===== config.mk =====
export PLATFORM = sky130hd
export DESIGN_NAME = becsu_fifo
export DESIGN_NICKNAME = d
export VERILOG_FILES = /design/src/sv/becsu_pkg.sv /design/src/sv/becsu_fifo.sv
export SDC_FILE = /design/constraint.sdc
export NUM_CORES = 1
export LEC_CHECK = 0
export ABC_AREA = 1
export BUFFER_PORTS_ARGS = -buffer_cell sky130_fd_sc_hd__buf_2
export CORE_ASPECT_RATIO = 0.5
export CORE_UTILIZATION = 59
export CTS_BUF_LIST = sky130_fd_sc_hd__clkbuf_4
export CTS_CLUSTER_DIAMETER = 30
export DETAILED_ROUTE_END_ITERATION = 10
export PLACE_DENSITY_LB_ADDON = 0.2
export SLEW_MARGIN = 40
export SYNTH_ARGS = -nofsm -noshare
export SYNTH_HDL_FRONTEND = slang
export SYNTH_SLANG_ARGS = --single-unit

===== constraint.sdc =====
create_clock -name clk -period 7.5 [get_ports clk]
set_input_delay 0.375 -clock clk [delete_from_list [all_inputs] [get_ports clk]]
set_output_delay 0.375 -clock clk [all_outputs]
set_load 0.02 [all_outputs]

===== src/sv/becsu_pkg.sv =====
// ----------------------------------------------------------------------------
// becsu_pkg: shared types and constants
// Command transaction format, kind codes and default sizes.
// ----------------------------------------------------------------------------
package becsu_pkg;

  localparam int NODES_DEF  = 256;
  localparam int GROUPS_DEF = 8;
  localparam int LAYERS_DEF = 4;

  localparam int NODE_W  = 8;
  localparam int GROUP_W = 3;
  localparam int LAYER_W = 2;
  localparam int VALUE_W = 16;
  localparam int KIND_W  = 2;

  localparam int QDEPTH = 2;

  typedef enum logic [KIND_W-1:0] {
    K_ADJ  = 2'd0,
    K_LBL  = 2'd1,
    K_CNT  = 2'd2,
    K_SWAP = 2'd3
  } kind_t;

  typedef struct packed {
    kind_t                kind;
    logic [NODE_W-1:0]    node_a;
    logic [NODE_W-1:0]    node_b;
    logic [GROUP_W-1:0]   group_a;
    logic [GROUP_W-1:0]   group_b;
    logic [LAYER_W-1:0]   layer;
    logic [VALUE_W-1:0]   value;
  } cmd_t;

  typedef struct packed {
    logic full;
    logic empty;
  } qstat_t;

endpackage


===== src/sv/becsu_fifo.sv =====
// ----------------------------------------------------------------------------
// becsu_fifo: command queue
// Short register queue between intake and the update engine.
// ----------------------------------------------------------------------------
module becsu_fifo (
  input  logic             clk,
  input  logic             rst_n,
  input  logic             push,
  input  becsu_pkg::cmd_t  din,
  input  logic             pop,
  output becsu_pkg::cmd_t  dout,
  output becsu_pkg::qstat_t stat
);

  localparam int PW = (becsu_pkg::QDEPTH > 1) ? $clog2(becsu_pkg::QDEPTH) : 1;
  localparam int CW = $clog2(becsu_pkg::QDEPTH + 1);

  becsu_pkg::cmd_t mem_r [becsu_pkg::QDEPTH];
  logic [PW-1:0] wp_r, wp_nxt, rp_r, rp_nxt;
  logic [CW-1:0] cnt_r, cnt_nxt;
  logic do_push, do_pop;

  assign stat.full  = cnt_r == CW'(becsu_pkg::QDEPTH);
  assign stat.empty = cnt_r == '0;
  assign do_push = push && !stat.full;
  assign do_pop  = pop && !stat.empty;
  assign dout = mem_r[rp_r];

  always_comb begin
    wp_nxt = wp_r;
    rp_nxt = rp_r;
    if (do_push) begin
      wp_nxt = (wp_r == PW'(becsu_pkg::QDEPTH - 1)) ? '0 : wp_r + 1'b1;
    end
    if (do_pop) begin
      rp_nxt = (rp_r == PW'(becsu_pkg::QDEPTH - 1)) ? '0 : rp_r + 1'b1;
    end
    cnt_nxt = cnt_r + CW'(do_push) - CW'(do_pop);
  end

  always_ff @(posedge clk) begin
    if (!rst_n) begin
      wp_r  <= '0;
      rp_r  <= '0;
      cnt_r <= '0;
    end else begin
      wp_r  <= wp_nxt;
      rp_r  <= rp_nxt;
      cnt_r <= cnt_nxt;
    end
  end

  always_ff @(posedge clk) begin
    if (do_push) begin
      mem_r[wp_r] <= din;
    end
  end

endmodule


==> impl_metrics.toml <==
[run_status]
outcome = "complete, no violations"

[power]
switching_power_w = 0.000427
p_int_w = 0.000890
pwr-share-clk_pct = 17.5
p_leak_nw = 1.65
pwr-share-seq_pct = 50.1
switching_share_pct = 32.4
vdd_drop_max_mv = 0.253
comb_power_share_pct = 32.4
p_total_w = 0.00132
power_density_nw_per_um2 = 323

[cts]
hold_buffers = 0
cts_buffer_depth = 2
post_cts_resize_count = 0
cts_root_buffer = "clkbuf_4"
post_cts_buffers = 0
worstSkewPairLatency_ns = 0.44
ctsHtreeMaxLevel = 3
clkTransAtPathRegs_ns = 0.15
cts_tree = "built"
clock-sinks = 89
cts_inserted_buffers = 9

[sta]
setup_viol = 0
final_max_slew_viol_count = 0
worstMarginPinSlew_ns = 0.632
post-route-period-util_pct = 32.9
hold_violations = 0
fmax_mhz = 405
period_minus_slack_ns = 2.47
rsz0062_at_grt = "false"
tns_ns = 0
slew_headroom_pct = 57.8
finClkSkew_ns = 0.0135

[global_route]
grt_usage_pct = 17.9
grt_pass1_wl_um = 8090
grt_remaining_overflow = 0
grt_max_degree = 43
grt_pass1_vias = 1743
antenna_found_initial = 0

[finish]
num-nets-final = 314
mostFrequentLayoutCell = "buf_2"
instances_no_fill = 344
diodes = 0
final_cell_mix = "buf_2 (89), edfxtp_1 (84), mux2_4 (40), clkbuf_4 (10), nand2_1 (9)"
drive_above_1_share_pct = 55.7
fillers = 353
fin_util_pct = 73.0
syn2layout_area_growth_pct = 17.0

[die]
die_x_um = 111
initial_core_util_pct = 62.4
die-area_um2 = 6240
die_y_um = 56.3
core_um2 = 5590
row_count = 19
ios = 90

[route]
drtAntennaViolNets = 0
drc = 0
wl_per_cell_um = 15.7
vias = 1739
first_pass_iters = 4
via_per_inst = 5.06
wl_um = 5420
first_iter_violations = 96

[synthesis]
synth.area.top_cells = "edfxtp_1 (72%), mux2_4 (17%), dfxtp_1 (2.9%), buf_12 (2.3%), inv_1 (0.97%)"
yosysTopAreaCellShare_pct = 72.4
synth-compound-area-share_pct = 0.287
synth_nets = 217
synth_top_family_by_area = "multiplexers"
synthSimpleGateAreaFrac_pct = 2.26
synth_mux_area_share_pct = 17.9
synth_area_leader_cell = "edfxtp_1"
syn-cell-area_um2 = 3480
synthXorXnorAreaFrac_pct = 0
syn-instance-count = 169
ys_seq_area_share_pct = 75.3
syn_area_per_cell_um2 = 20.6
synth_seq_cells = 89
synthAdderAreaFrac_pct = 0.718
synth_cell_types = 12
ys.warnings.count = 0

[worst_setup_path]
crit_type = "flop to primary output"
critical_path_required_ns = 7.12
start_kind = "flop"
crit_fanout = 35
endpoint_kind = "primary output"
arrival_ns = 2.09

[placement]
post-dp-hpwl_um = 3610
gp_congestion = 0.704
port_buffers = 89
dp_cells = 328

[run]
max-cap-violations = 0

[hold_path]
hp-class = "input pin to flop"
## final cells by class
cell class / instances / area [um^2] / area share (%)
Multi-Input combinational cell: 66 / 744 / 18.3
Sequential cell: 89 / 2620 / 64.4
Timing Repair Buffer: 91 / 460 / 11.3
Inverter: 9 / 36.3 / 0.890
Clock buffer: 10 / 75.1 / 1.84
Tap cell: 73 / 91.3 / 2.24
Clock inverter: 6 / 45.0 / 1.10
## power by group through the flow
stage	registers (W)	clock network, W	logic, W
4_1_cts	0.000661	0.000240	0.000431
6_report	0.000659	0.000231	0.000427
5_1_grt	0.000665	0.000258	0.000452
2_1_floorplan	0.000660	0	0.000347
3_3_place_gp	0.000665	0	0.000420
3_5_place_dp	0.000673	0	0.000431
## cells by family after synthesis
| group | after synthesis |
|---|---|
| AOI/OAI and AO/OA | 2 |
| adders and majority gates | 2 |
| buffers and inverters | 14 |
| DFF | 89 |
| muxes | 42 |
| and+or+nand+nor | 20 |
## final timing paths
kind            start     endpoint  slack [ns]  cells past startpoint
max              flop     dout[29]        5.03                      3
min            din[2]  mem_r[0][2]        0.11                      1
max reg2reg  cnt_r[0]     cnt_r[1]        5.84                     10
min reg2reg      rp_r         flop        0.53                      2
## registers in the layout (all words and copies together), names as in the netlist, named ones only
| name | cells |
|---|---|
| cnt_r | 2 |
| mem_r | 84 |
| rp_r | 1 |
| wp_r | 1 |
## critical path, cell delays in order (launching register included)
cell and delay [ns]:
dfxtp_2 0.50, buf_4 0.57, mux2_2 0.40, buf_2 0.16
## metal layers
layer,up-vias,part of all wire (%),global-route usage [%]
met2,52,51,30.7
met3,7,6.9,9.61
li1,832,-,-
met4,0,0.78,5.71
met1,848,41,19.1
met5,-,0,0
## metrics by stage
| stage | hold slack [ns] | worst slack [ns] | area, um^2 |
|---|---|---|---|
| 3_3_place_gp | 0.485 | 5.52 | 3950 |
| 2_1_floorplan | 0.467 | 4.73 | 3480 |
| 3_5_place_dp | 0.502 | 5.50 | 3960 |
| 4_1_cts | 0.0834 | 4.99 | 4080 |
| 6_report | 0.112 | 5.03 | 4080 |
| 5_1_grt | 0.0555 | 4.91 | 4080 |
## cell usage after synthesis (all sizes together)
library cell,number
a21oi,2
buf,5
dfxtp,5
edfxtp,84
ha,2
inv,9
mux2,42
nand2,9
nand3,3
nor2,8
Power figures use the tool's default switching activity.
